File: config.mk
export PLATFORM = sky130hd
export DESIGN_NAME = rate_limited_event_queue_top
export DESIGN_NICKNAME = d
export VERILOG_FILES = /design/src/sv/rleq_pkg.sv /design/src/sv/rleq_table.sv /design/src/sv/rleq_ring.sv /design/src/sv/rate_limited_event_queue_top.sv
export VERILOG_INCLUDE_DIRS = /design/src /design/src/sv
export SDC_FILE = /design/constraint.sdc
export NUM_CORES = 1
export LEC_CHECK = 0
export BUFFER_PORTS_ARGS = -buffer_cell sky130_fd_sc_hd__buf_4
export CAP_MARGIN = 25
export CORE_MARGIN = 4
export CORE_UTILIZATION = 63
export CTS_CLUSTER_SIZE = 16
export DETAILED_ROUTE_END_ITERATION = 10
export PLACE_DENSITY_LB_ADDON = 0.2
export SETUP_SLACK_MARGIN = 0.4
export SLEW_MARGIN = 10
export SYNTH_ARGS = -nofsm -noshare
export SYNTH_HDL_FRONTEND = slang
export SYNTH_SLANG_ARGS = --single-unit
File: constraint.sdc
create_clock -name clk -period 9.7 [get_ports clk]
set_input_delay 1.94 -clock clk [delete_from_list [all_inputs] [get_ports clk]]
set_output_delay 1.94 -clock clk [all_outputs]
set_load 0.01 [all_outputs]
File: src/sv/rate_limited_event_queue_top_assert.svh
// Assertion macros used by the rate limited event queue ring RTL.
// Both macros expect clk and rst_n in scope.
`ifndef RATE_LIMITED_EVENT_QUEUE_TOP_ASSERT_SVH
`define RATE_LIMITED_EVENT_QUEUE_TOP_ASSERT_SVH

// Same-cycle implication, disabled while in reset.
`define RLEQ_ASSERT_IMPL(label, ante, cons) \
  label: assert property (@(posedge clk) disable iff (!rst_n) (ante) |-> (cons)) \
    else $error("rleq assertion failed");

// Next-cycle implication, disabled while in reset.
`define RLEQ_ASSERT_NEXT(label, ante, cons) \
  label: assert property (@(posedge clk) disable iff (!rst_n) (ante) |=> (cons)) \
    else $error("rleq assertion failed");

`endif

File: src/sv/rleq_pkg.sv
// ----------------------------------------------------------------------------
// rleq_pkg
// Shared constants, codes and inter-module structs for the rate limited
// event queue.
// ----------------------------------------------------------------------------
package rleq_pkg;

  localparam int NUM_SOURCES = 16;
  localparam int RING_DEPTH  = 32;
  localparam int TIME_BITS   = 32;

  localparam int KIND_W      = 2;
  localparam int SRC_W       = 4;
  localparam int GAP_W       = 16;
  localparam int STATUS_W    = 3;
  localparam int FILL_OUT_W  = 5;

  localparam int SRC_IDX_W   = (NUM_SOURCES > 1) ? $clog2(NUM_SOURCES) : 1;
  localparam int PTR_W       = $clog2(RING_DEPTH);

  localparam int IN_TDATA_W  = 24;
  localparam int OUT_TDATA_W = 16;

  typedef enum logic [KIND_W-1:0] {
    KIND_TICK    = 2'd0,
    KIND_TRIGGER = 2'd1,
    KIND_POP     = 2'd2,
    KIND_LOAD    = 2'd3
  } kind_t;

  typedef enum logic [STATUS_W-1:0] {
    ST_DONE      = 3'd0,
    ST_QUEUED    = 3'd1,
    ST_THROTTLED = 3'd2,
    ST_OVERFLOW  = 3'd3,
    ST_POPPED    = 3'd4,
    ST_EMPTY     = 3'd5
  } status_t;

  // command to the per-source timing table
  typedef struct packed {
    logic             en;
    kind_t            kind;
    logic [SRC_W-1:0] src;
    logic [GAP_W-1:0] gap;
  } table_cmd_t;

  // request to the id ring
  typedef struct packed {
    logic             en;
    logic             push;
    logic             pop;
    logic [SRC_W-1:0] id;
  } ring_req_t;

  // ring status, fill_nxt is the level after the current request
  typedef struct packed {
    logic             full;
    logic             empty;
    logic [PTR_W-1:0] fill_nxt;
  } ring_stat_t;

endpackage

File: src/sv/rleq_table.sv
// ----------------------------------------------------------------------------
// rleq_table
// Millisecond counter and per-source interval / last-accept table. Decides
// whether a trigger passes and updates the source timestamp when it does.
// ----------------------------------------------------------------------------
module rleq_table (
  input  logic                clk,
  input  logic                rst_n,
  input  rleq_pkg::table_cmd_t cmd,
  output logic                pass
);
  import rleq_pkg::*;

  logic [TIME_BITS-1:0] now_r;
  logic [TIME_BITS-1:0] last_r [NUM_SOURCES];
  logic [GAP_W-1:0]     gap_r  [NUM_SOURCES];
  logic [NUM_SOURCES-1:0] ever_r;

  logic [SRC_IDX_W-1:0] idx;
  logic [31:0]          src_ext;
  logic                 src_ok;
  logic [TIME_BITS-1:0] elapsed;

  always_comb begin
    src_ext = 32'(cmd.src);
    src_ok  = (src_ext < 32'(NUM_SOURCES));
    idx     = SRC_IDX_W'(cmd.src);
    // wrapped difference, modulo 2^TIME_BITS
    elapsed = now_r - last_r[idx];
    pass    = src_ok && (!ever_r[idx] || (elapsed > TIME_BITS'(gap_r[idx])));
  end

  always_ff @(posedge clk) begin
    if (!rst_n) begin
      now_r  <= '0;
      ever_r <= '0;
      for (int i = 0; i < NUM_SOURCES; i++) begin
        last_r[i] <= '0;
        gap_r[i]  <= '0;
      end
    end else if (cmd.en) begin
      case (cmd.kind)
        KIND_TICK: begin
          now_r <= now_r + 1'b1;
        end
        KIND_TRIGGER: begin
          // timestamp moves even if the ring later drops the id
          if (pass) begin
            last_r[idx] <= now_r;
            ever_r[idx] <= 1'b1;
          end
        end
        KIND_LOAD: begin
          if (src_ok) begin
            gap_r[idx] <= cmd.gap;
          end
        end
        default: begin
        end
      endcase
    end
  end

endmodule

File: src/sv/rleq_ring.sv
// ----------------------------------------------------------------------------
// rleq_ring
// Source id ring holding up to RING_DEPTH - 1 entries. Head points at the
// last removed slot, tail at the last written one. Pop data is registered.
// ----------------------------------------------------------------------------
`include "rate_limited_event_queue_top_assert.svh"

module rleq_ring (
  input  logic                        clk,
  input  logic                        rst_n,
  input  rleq_pkg::ring_req_t         req,
  output rleq_pkg::ring_stat_t        stat,
  output logic [rleq_pkg::SRC_W-1:0]  rd_id
);
  import rleq_pkg::*;

  logic [PTR_W-1:0] head_r, head_nxt, head_inc;
  logic [PTR_W-1:0] tail_r, tail_nxt, tail_inc;
  logic [SRC_W-1:0] mem [RING_DEPTH];
  logic [SRC_W-1:0] rd_r;
  logic             push_ok, pop_ok;

  function automatic logic [PTR_W-1:0] ptr_next(input logic [PTR_W-1:0] p);
    return (p == PTR_W'(RING_DEPTH - 1)) ? '0 : p + 1'b1;
  endfunction

  function automatic logic [PTR_W-1:0] fill_of(input logic [PTR_W-1:0] h,
                                               input logic [PTR_W-1:0] t);
    return (t >= h) ? (t - h) : (t + PTR_W'(RING_DEPTH) - h);
  endfunction

  always_comb begin
    head_inc      = ptr_next(head_r);
    tail_inc      = ptr_next(tail_r);
    stat.full     = (tail_inc == head_r);
    stat.empty    = (head_r == tail_r);
    push_ok       = req.en && req.push && !stat.full;
    pop_ok        = req.en && req.pop && !stat.empty;
    tail_nxt      = push_ok ? tail_inc : tail_r;
    head_nxt      = pop_ok ? head_inc : head_r;
    stat.fill_nxt = fill_of(head_nxt, tail_nxt);
  end

  always_ff @(posedge clk) begin
    if (!rst_n) begin
      head_r <= '0;
      tail_r <= '0;
    end else begin
      head_r <= head_nxt;
      tail_r <= tail_nxt;
    end
  end

  always_ff @(posedge clk) begin
    if (push_ok) begin
      mem[tail_inc] <= req.id;
    end
    if (pop_ok) begin
      rd_r <= mem[head_inc];
    end
  end

  assign rd_id = rd_r;

  `RLEQ_ASSERT_IMPL(a_full_not_empty, stat.full, !stat.empty)
  `RLEQ_ASSERT_NEXT(a_drop_keeps_tail, req.en && req.push && stat.full, $stable(tail_r))
  `RLEQ_ASSERT_NEXT(a_pop_moves_head, pop_ok, head_r != $past(head_r))
  `RLEQ_ASSERT_NEXT(a_idle_holds_ptrs, !req.en, $stable(head_r) && $stable(tail_r))

endmodule

File: src/sv/rate_limited_event_queue_top.sv
// Rate limited event queue: takes one transaction per clock while the result
// side keeps up and returns one result per transaction. Each item passes
// through the input register, then the result register, which drives
// out_tvalid. The table lookup, the time compare and the ring pointer update
// for an item all happen in the same cycle between those registers, so
// throughput is one item per cycle whenever the result side keeps up. No
// clearing pass runs after reset. Input kind travels in in_tuser, result
// status in out_tuser.
// ----------------------------------------------------------------------------
// rate_limited_event_queue_top
// Per-source throttled event FIFO: tick, trigger, pop and interval load.
// ----------------------------------------------------------------------------
module rate_limited_event_queue_top (
  input  logic                                 clk,
  input  logic                                 rst_n,
  input  logic                                 in_tvalid,
  output logic                                 in_tready,
  // [3:0] source_id, [19:4] interval_ms, [23:20] zero
  input  logic [rleq_pkg::IN_TDATA_W-1:0]      in_tdata,
  // [1:0] kind
  input  logic [rleq_pkg::KIND_W-1:0]          in_tuser,
  output logic                                 out_tvalid,
  input  logic                                 out_tready,
  // [3:0] popped_id, [8:4] fill_level, [15:9] zero
  output logic [rleq_pkg::OUT_TDATA_W-1:0]     out_tdata,
  // [2:0] status
  output logic [rleq_pkg::STATUS_W-1:0]        out_tuser
);
  import rleq_pkg::*;

  logic              in_vld_r;
  kind_t             in_kind_r;
  logic [SRC_W-1:0]  in_src_r;
  logic [GAP_W-1:0]  in_gap_r;

  logic                  out_vld_r;
  status_t               out_status_r;
  logic [FILL_OUT_W-1:0] out_fill_r;

  logic       advance, fire, pass;
  status_t    status_nxt;
  table_cmd_t tcmd;
  ring_req_t  rreq;
  ring_stat_t rstat;
  logic [SRC_W-1:0] rd_id, popped;

  assign advance   = !out_vld_r || out_tready;
  assign fire      = in_vld_r && advance;
  assign in_tready = !in_vld_r || advance;

  always_ff @(posedge clk) begin
    if (!rst_n) begin
      in_vld_r <= 1'b0;
    end else if (in_tready) begin
      in_vld_r <= in_tvalid;
    end
  end

  always_ff @(posedge clk) begin
    if (in_tvalid && in_tready) begin
      in_kind_r <= kind_t'(in_tuser);
      in_src_r  <= in_tdata[SRC_W-1:0];
      in_gap_r  <= in_tdata[SRC_W+GAP_W-1:SRC_W];
    end
  end

  always_comb begin
    tcmd.en   = fire;
    tcmd.kind = in_kind_r;
    tcmd.src  = in_src_r;
    tcmd.gap  = in_gap_r;

    rreq.en   = fire;
    rreq.push = (in_kind_r == KIND_TRIGGER) && pass;
    rreq.pop  = (in_kind_r == KIND_POP);
    rreq.id   = in_src_r;
  end

  rleq_table u_table (
    .clk   (clk),
    .rst_n (rst_n),
    .cmd   (tcmd),
    .pass  (pass)
  );

  rleq_ring u_ring (
    .clk   (clk),
    .rst_n (rst_n),
    .req   (rreq),
    .stat  (rstat),
    .rd_id (rd_id)
  );

  always_comb begin
    case (in_kind_r)
      KIND_TRIGGER: begin
        if (!pass) begin
          status_nxt = ST_THROTTLED;
        end else if (rstat.full) begin
          status_nxt = ST_OVERFLOW;
        end else begin
          status_nxt = ST_QUEUED;
        end
      end
      KIND_POP: begin
        status_nxt = rstat.empty ? ST_EMPTY : ST_POPPED;
      end
      default: begin
        status_nxt = ST_DONE;
      end
    endcase
  end

  always_ff @(posedge clk) begin
    if (!rst_n) begin
      out_vld_r <= 1'b0;
    end else if (advance) begin
      out_vld_r <= fire;
    end
  end

  always_ff @(posedge clk) begin
    if (fire) begin
      out_status_r <= status_nxt;
      out_fill_r   <= FILL_OUT_W'(rstat.fill_nxt);
    end
  end

  // ring read register only loads on a pop, so gate it by status
  assign popped     = (out_status_r == ST_POPPED) ? rd_id : '0;
  assign out_tvalid = out_vld_r;
  assign out_tuser  = out_status_r;
  assign out_tdata  = {{(OUT_TDATA_W - SRC_W - FILL_OUT_W){1'b0}}, out_fill_r, popped};

endmodule
==> reports/qor.yml, run 1 <==
clock_network:
  post_cts_buffers: 0
  path_clk_slew_ns: 0.06
  cts.repair.resized: 0
  clock_sinks: 994
  cts_made_buffers: 100
  clock_latency_ns: 0.67
  hold_buffers: 0
  cts-htree-levels: 3
  clock_path_buffers: 3
  cts-root-buf: "clkbuf_16"
  cts_tree: "built"
power:
  leakagePower_nw: 18.7
  combPwrFrac_pct: 8.1
  power.density_nw_per_um2: 183
  power.switching_w: 0.00213
  pwr-share-seq_pct: 51.7
  clkPwrFrac_pct: 40.2
  p_int_w: 0.00722
  ir_worst_vdd_uv: 167
  swShare_pct: 22.8
placement:
  dpl.cell_count: 3915
  place.gp.congestion: 0.927
  io_buffers: 39
  hpwlAfterDp_um: 66600
detailed_routing:
  post_drt_wl_per_cell_um: 27.0
  vias: 26239
  wirelength_um: 111000
  first_iter_violations: 3128
  ant_nets: 0
  vias_per_cell: 6.39
  route.detailed.drc: 0
  first_pass_iters: 5
setup_path:
  cp_top_family: "simple AND/OR/NAND/NOR gates"
  crit_top_cell: "buf_4"
  cp_data_required_time_ns: 10.06
  arrival_ns: 8.80
  crit_slowest_cell: "dfxtp_4"
  cp-end-kind: "flop"
  worst-path-buf-inv: 5
  reg2reg_depth: 28
  critPathLaunchType: "flop"
  r2r_end: "u_table.last_r[5][14]"
  slowest_delay_ns: 0.62
  reg2reg_slack_ns: 1.26
  cp_max_fo: 32
  critPathKind: "reg2reg"
yosys:
  ys_seq_area_share_pct: 63.0
  yosys.area.top_type: "edfxtp_1"
  synth_area_sq_um: 46300
  ys_ff_latch: 994
  synth_area_leaders: "edfxtp_1 60%, mux4_2 14%, and2_1 10%"
  syn_inst: 3067
  ys_types: 75
  synth_top_area_share_pct: 60.3
  synth_edf_count: 930
  ys.flop_type: "edfxtp_1"
  yosys_warnings: 0
  async_flop_share_pct: 0
  syn_area_per_cell_sq_um: 15.1
final_layout:
  post-route-util_pct: 69.9
  final_cell_mix: "930 x edfxtp_1, 771 x and2_1, 279 x mux4_2"
  num_antenna_cells: 0
  finalNonFillerCells: 4104
  layout_commonest_cell: "edfxtp_1"
  fill_cells: 4687
  drive_above_1_share_pct: 19.9
  final_nets: 3155
  syn2layout_area_growth_pct: 10.0
floorplanning:
  dieWidth_um: 279
  dieArea_sq_um: 78000
  dieHeight_um: 279
  io-pin-count: 51
  rows: 99
  initial_core_util_pct: 63.5
  core_sq_um: 73000
min_path:
  holdPathStages: 1
  hold_class: "reg2reg"
  worstHoldStart: "u_table.ever_r[0]"
  min_to: "u_table.ever_r[0]"
sta:
  hold_viol: 0
  rsz0062_at_grt: "no"
  setup_violations: 0
  fin_crit_ns: 8.44
  drv_slew: 0
  fin_skew_ns: 0.0278
  fin_crit_sh_pct: 87.0
  fmax_mhz: 118
  tightest_slew_ns: 1.06
  fin_setup_tns_ns: 0
  maxSlewHeadroom_pct: 29.4
grt:
  first_global_vias: 26921
  grt_remaining_overflow: 0
  grt_usage_pct: 28.8
  grt_max_degree: 93
  grt_pass1_wl_um: 167000
  antenna_found_initial: 6
outcome:
  status: "finished, final reports clean"
flow_run:
  drv_cap: 0
## worst max path at each step
stage	startpoint	to	slack (ns)	cells after the start
4_1_cts	flop	u_table.last_r[5][14]	1.20	27
6_report	flop	u_table.last_r[5][14]	1.26	28
3_5_place_dp	flop	u_table.last_r[5][6]	1.24	27
3_3_place_gp	flop	u_table.last_r[5][10]	1.22	27
5_1_grt	flop	u_table.last_r[5][14]	0.86	27
2_1_floorplan	flop	out_fill_r[3]	1.65	30
## Yosys cell counts, types with 32 or more instances
| cell | count |
|---|---|
| edfxtp_1 | 930 |
| dfxtp_1 | 64 |
| ha_1 | 63 |
| inv_1 | 71 |
| o21ai_0 | 39 |
| xnor2_1 | 44 |
| and2_1 | 771 |
| nor4_1 | 32 |
| mux4_2 | 279 |
| a21oi_1 | 45 |
| nand2_1 | 63 |
| clkbuf_1 | 209 |
| nor2_1 | 100 |
## metrics by stage
stage	worst slack (ns)	cell area, sq um	hold slack, ns	total power, W
6_report	1.26	51000	0.450	0.00936
5_1_grt	0.863	51000	0.464	0.00965
4_1_cts	1.20	51000	0.453	0.00940
3_5_place_dp	1.24	47800	0.438	0.00568
3_3_place_gp	1.22	47800	0.430	0.00566
2_1_floorplan	1.65	46400	0.421	0.00542
## worst register-to-register path, delay by kind of cell, from the launching register on
| kind | cells | cell delay (ns) |
|---|---|---|
| AND/OR/NAND/NOR | 11 | 2.88 |
| flip-flops | 1 | 0.62 |
| XOR/XNOR | 1 | 0.17 |
| AO/OA/AOI/OAI | 7 | 1.31 |
| multiplexers | 2 | 0.84 |
| adder cells (fa/ha/maj) | 2 | 0.62 |
| buffers and inverters | 5 | 1.68 |
## routing by layer
metal  GRT usage, %  part of all wire [%]  vias up
met5              0                     0        -
met4           9.16                   3.0        0
met3           5.16                   9.5      202
met2           47.4                    49     1278
met1           40.1                    38    13408
li1               -                     -    11351
## registers in the layout, summed over array words and instances (netlist names), named ones only
name / flops
u_table.last_r: 512
u_table.gap_r: 256
u_ring.mem: 128
u_table.now_r: 32
in_gap_r: 16
u_table.ever_r: 16
out_fill_r: 5
u_ring.head_r: 5
u_ring.tail_r: 5
in_src_r: 4
u_ring.rd_id: 4
out_tuser: 3
in_kind_r: 2
in_vld_r: 1
out_tvalid: 1
## power by group through the flow
stage / Clock, W / Combinational [W] / Sequential (W)
finish: 0.00376 / 0.000756 / 0.00484
global route: 0.00400 / 0.000806 / 0.00485
CTS: 0.00381 / 0.000753 / 0.00484
detailed placement: 0 / 0.000749 / 0.00493
global placement: 0 / 0.000736 / 0.00492
floorplan: 0 / 0.000526 / 0.00490
## layout make-up
cell class                      count  area (sq um)  area share, %
Clock buffer                      135          2710           5.32
Clock inverter                     52           485          0.952
Inverter                           73           274          0.537
Multi-Input combinational cell   1755         16000           31.4
Sequential cell                   994         29200           57.3
Tap cell                          959          1200           2.35
Timing Repair Buffer              136          1070           2.10
## cells by family after synthesis
logic type	count (synthesis)	share of synthesized area, %
simple gates	1121	14.3
flops	994	63.0
buf+inv	324	2.70
mux	315	14.4
compound gates	183	2.65
fa+ha+maj	65	1.79
xor+xnor	64	1.21
other cells	1	0.00809
No activity file was read; power rests on OpenSTA's default activity.
==> run 2: changes to the inputs <==
--- a/config.mk
+++ b/config.mk
@@ -6,6 +6,7 @@
 export SDC_FILE = /design/constraint.sdc
 export NUM_CORES = 1
 export LEC_CHECK = 0
+export ABC_AREA = 1
 export BUFFER_PORTS_ARGS = -buffer_cell sky130_fd_sc_hd__buf_4
 export CAP_MARGIN = 25
 export CORE_MARGIN = 4
@@ -17,4 +18,5 @@
 export SLEW_MARGIN = 10
 export SYNTH_ARGS = -nofsm -noshare
 export SYNTH_HDL_FRONTEND = slang
+export SYNTH_HIERARCHICAL = 1
 export SYNTH_SLANG_ARGS = --single-unit
==> run 2 against run 1 <==
Effect of this change:
- die area shrank 4.6%
- routed wire length grew 5.7%
- register-to-register slack gained 0.47 ns
- sequential share of layout area grew 2.8 points
- non-clock buffer count shrank 32
- final area shrank 4.9%
- clock skew is essentially flat
- critical endpoint is now u_table/last_r[14][16]
- largest cell class unchanged
- highest routed layer unchanged
==> reports/qor.yml, run 2 <==
sta:
  setup_slack_ns: 1.73  # was 1.26 ns
  hold_viol: 0  # unchanged
  fin_crit_sh_pct: 82.2  # was 87.0%
  drv_slew: 0  # unchanged
  fmax_mhz: 125  # was 118 MHz
  maxSlewHeadroom_pct: 33.7  # was 29.4%
  fin_crit_ns: 7.97  # was 8.44 ns
  tightest_slew_ns: 0.985  # was 1.06 ns
  fin_setup_tns_ns: 0  # unchanged
  fin_skew_ns: 0.0278  # about the same
  rsz0062_at_grt: "no"  # unchanged
  setup_violations: 0  # unchanged
power:
  pwr-share-seq_pct: 52.5  # was 51.7%
  p_int_w: 0.00708  # was 0.00722 W
  combPwrFrac_pct: 7.3  # was 8.1%
  leakagePower_nw: 17.5  # was 18.7 nW
  clkPwrFrac_pct: 40.2  # about the same
  total_power_w: 0.00917  # was 0.00936 W
  power.switching_w: 0.00208  # was 0.00213 W
  ir_worst_vdd_uv: 141  # was 167 uV
  power.density_nw_per_um2: 189  # was 183 nW/um^2
  swShare_pct: 22.7  # was 22.8%
clock_network:
  cts-htree-levels: 3  # unchanged
  clock_path_buffers: 3  # unchanged
  hold_buffers: 0  # unchanged
  post_cts_buffers: 0  # unchanged
  cts-root-buf: "clkbuf_16"  # unchanged
  clock_latency_ns: 0.66  # was 0.67 ns
  path_clk_slew_ns: 0.06  # about the same
  clock_sinks: 990  # was 994
  cts_tree: "built"  # unchanged
  cts_made_buffers: 98  # was 100
  cts.repair.resized: 0  # unchanged
placement:
  hpwlAfterDp_um: 70700  # was 66,600 um
  pre_cts_ws_ns: 2.12  # was 1.24 ns
  io_buffers: 39  # unchanged
  place.gp.congestion: 0.987  # was 0.927
  placed_cell_area_sq_um: 45300  # was 47,800 sq um
  dpl.cell_count: 4875  # was 3,915
setup_path:
  slowest_delay_ns: 0.68  # was 0.62 ns
  crit_slowest_cell: "nor4_1"  # was dfxtp_4
  critPathLaunchType: "flop"  # unchanged
  crit_top_cell: "nand2_1"  # was buf_4
  cp_data_required_time_ns: 10.08  # was 10.06 ns
  cp-end-kind: "flop"  # unchanged
  cp_max_fo: 80  # was 32
  critPathKind: "reg2reg"  # unchanged
  arrival_ns: 8.36  # was 8.80 ns
min_path:
  hold_class: "reg2reg"  # unchanged
grt:
  first_global_vias: 29829  # was 26.9k
  grt_pass1_wl_um: 176000  # was 167,000 um
  grt_remaining_overflow: 0  # unchanged
  antenna_found_initial: 0  # was 6
  grt_usage_pct: 31.1  # was 28.8%
  grt_max_degree: 119  # was 93
floorplanning:
  initial_core_util_pct: 63.9  # was 63.5%
  dieArea_sq_um: 74400  # was 78,000 sq um
  dieHeight_um: 273  # was 279 um
  core_sq_um: 69100  # was 73,000 sq um
  io-pin-count: 51  # unchanged
  dieWidth_um: 273  # was 279 um
  rows: 96  # was 99
yosys:
  syn_inst: 4101  # was 3,067
  synth_commonest_cells: "1,001 x nor2_1, 930 x edfxtp_1, 525 x nand2_1, 368 x a22oi_1, 243 x a21oi_1"  # was 930 x edfxtp_1, 771 x and2_1, 279 x mux4_2, 209 x clkbuf_1, 100 x nor2_1
  syn_area_per_cell_sq_um: 10.8  # was 15.1 sq um
  ys_types: 47  # was 75
  synth_edf_count: 930  # unchanged
  synth_area_leaders: "edfxtp_1 63%, nor2_1 8.5%, a22oi_1 6.3%"  # was edfxtp_1 60%, mux4_2 14%, and2_1 10%
  yosys_warnings: 6  # was 0
  synth_top_area_share_pct: 63.3  # was 60.3%
  synth_area_sq_um: 44100  # was 46,300 sq um
  yosysMostFrequentCell: "nor2_1"  # was edfxtp_1
  ys_seq_area_share_pct: 66.0  # was 63.0%
  ys_ff_latch: 990  # was 994
  ys.flop_type: "edfxtp_1"  # unchanged
  async_flop_share_pct: 0  # unchanged
  yosys.area.top_type: "edfxtp_1"  # unchanged
detailed_routing:
  vias_per_cell: 6.23  # was 6.39
  ant_nets: 0  # unchanged
  vias: 31539  # was 26.2k
  first_pass_iters: 6  # was 5
  first_iter_violations: 3863  # was 3,128
  wirelength_um: 117000  # was 111,000 um
  route.detailed.drc: 0  # unchanged
  post_drt_wl_per_cell_um: 23.2  # was 27.0 um
final_layout:
  fill_cells: 4870  # was 4,687
  num_antenna_cells: 0  # unchanged
  finalNonFillerCells: 5060  # was 4,104
  max_flop_register: "u_table/last_r"  # was u_table.last_r
  drive_above_1_share_pct: 7.41  # was 19.9%
  syn2layout_area_growth_pct: 9.86  # was 10.0%
  largest_reg_flops: 512  # unchanged
  final_nets: 4142  # was 3,155
  fin_area_sq_um: 48500  # was 51,000 sq um
  final_cell_mix: "999 x nor2_1, 930 x edfxtp_1, 507 x nand2_1"  # was 930 x edfxtp_1, 771 x and2_1, 279 x mux4_2
  layout_commonest_cell: "nor2_1"  # was edfxtp_1
  biggestRegsByFlops: "u_table/last_r (512), u_table/gap_r (256), u_ring/mem (128)"  # was u_table.last_r (512), u_table.gap_r (256), u_ring.mem (128)
flow_run:
  drv_cap: 0  # unchanged
outcome:
  status: "finished, final reports clean"  # unchanged
[run 2: worst paths after layout]
kind	startpoint	to	slack (ns)	cells after the start
min reg2reg	u_table/ever_r[5]	u_table/ever_r[5]	0.44	2
max	in_src_r[1]	u_table/last_r[14][16]	1.73	28
max reg2reg	in_src_r[1]	u_table/last_r[14][16]	1.73	28
min	u_table/ever_r[5]	u_table/ever_r[5]	0.44	2
[run 2: per-stage QoR]
stage | hold WS (ns) | utilization (%)
finish | 0.442 | 70.2
global route | 0.457 | 70.2
CTS | 0.443 | 70.1
detailed placement | 0.433 | 65.6
global placement | 0.429 | 65.2
floorplan | 0.423 | -
[run 2: power groups by stage]
| stage | combinational (W) | sequential (W) | clock (W) |
|---|---|---|---|
| floorplan | 0.000410 | 0.00490 | 0 |
| global placement | 0.000626 | 0.00490 | 0 |
| detailed placement | 0.000652 | 0.00490 | 0 |
| CTS | 0.000656 | 0.00481 | 0.00373 |
| global route | 0.000729 | 0.00482 | 0.00390 |
| finish | 0.000672 | 0.00481 | 0.00368 |
[run 2: kinds of logic after synthesis]
family / after synthesis / synth area share, %
buf+inv: 523 / 4.76
other cells: 1 / 0.00850
flops: 990 / 66.0
simple gates: 1740 / 15.9
xor+xnor: 25 / 0.496
compound gates: 756 / 11.0
fa+ha+maj: 66 / 1.90
[run 2: metal layers]
metal | global-route usage [%] | vias up | part of all wire [%]
met5 | 0 | - | 0
met1 | 44.6 | 15132 | 39
li1 | - | 14285 | -
met3 | 6.49 | 268 | 12
met4 | 11.3 | 0 | 3.7
met2 | 47.9 | 1854 | 45
[run 2: final cells by class]
class | instances | area, sq um | area share [%]
Clock buffer | 123 | 2580 | 5.32
Clock inverter | 60 | 553 | 1.14
Inverter | 258 | 973 | 2.01
Multi-Input combinational cell | 2594 | 13000 | 26.9
Sequential cell | 990 | 29100 | 60.1
Tap cell | 931 | 1160 | 2.40
Timing Repair Buffer | 104 | 1050 | 2.17
[run 2: critical path: cells and delay by family (launching register included)]
kind	cells	cell delay (ns)
compound gates	2	0.29
simple gates	17	3.87
fa+ha+maj	2	0.76
buf+inv	6	1.93
flops	1	0.38
xor+xnor	1	0.23
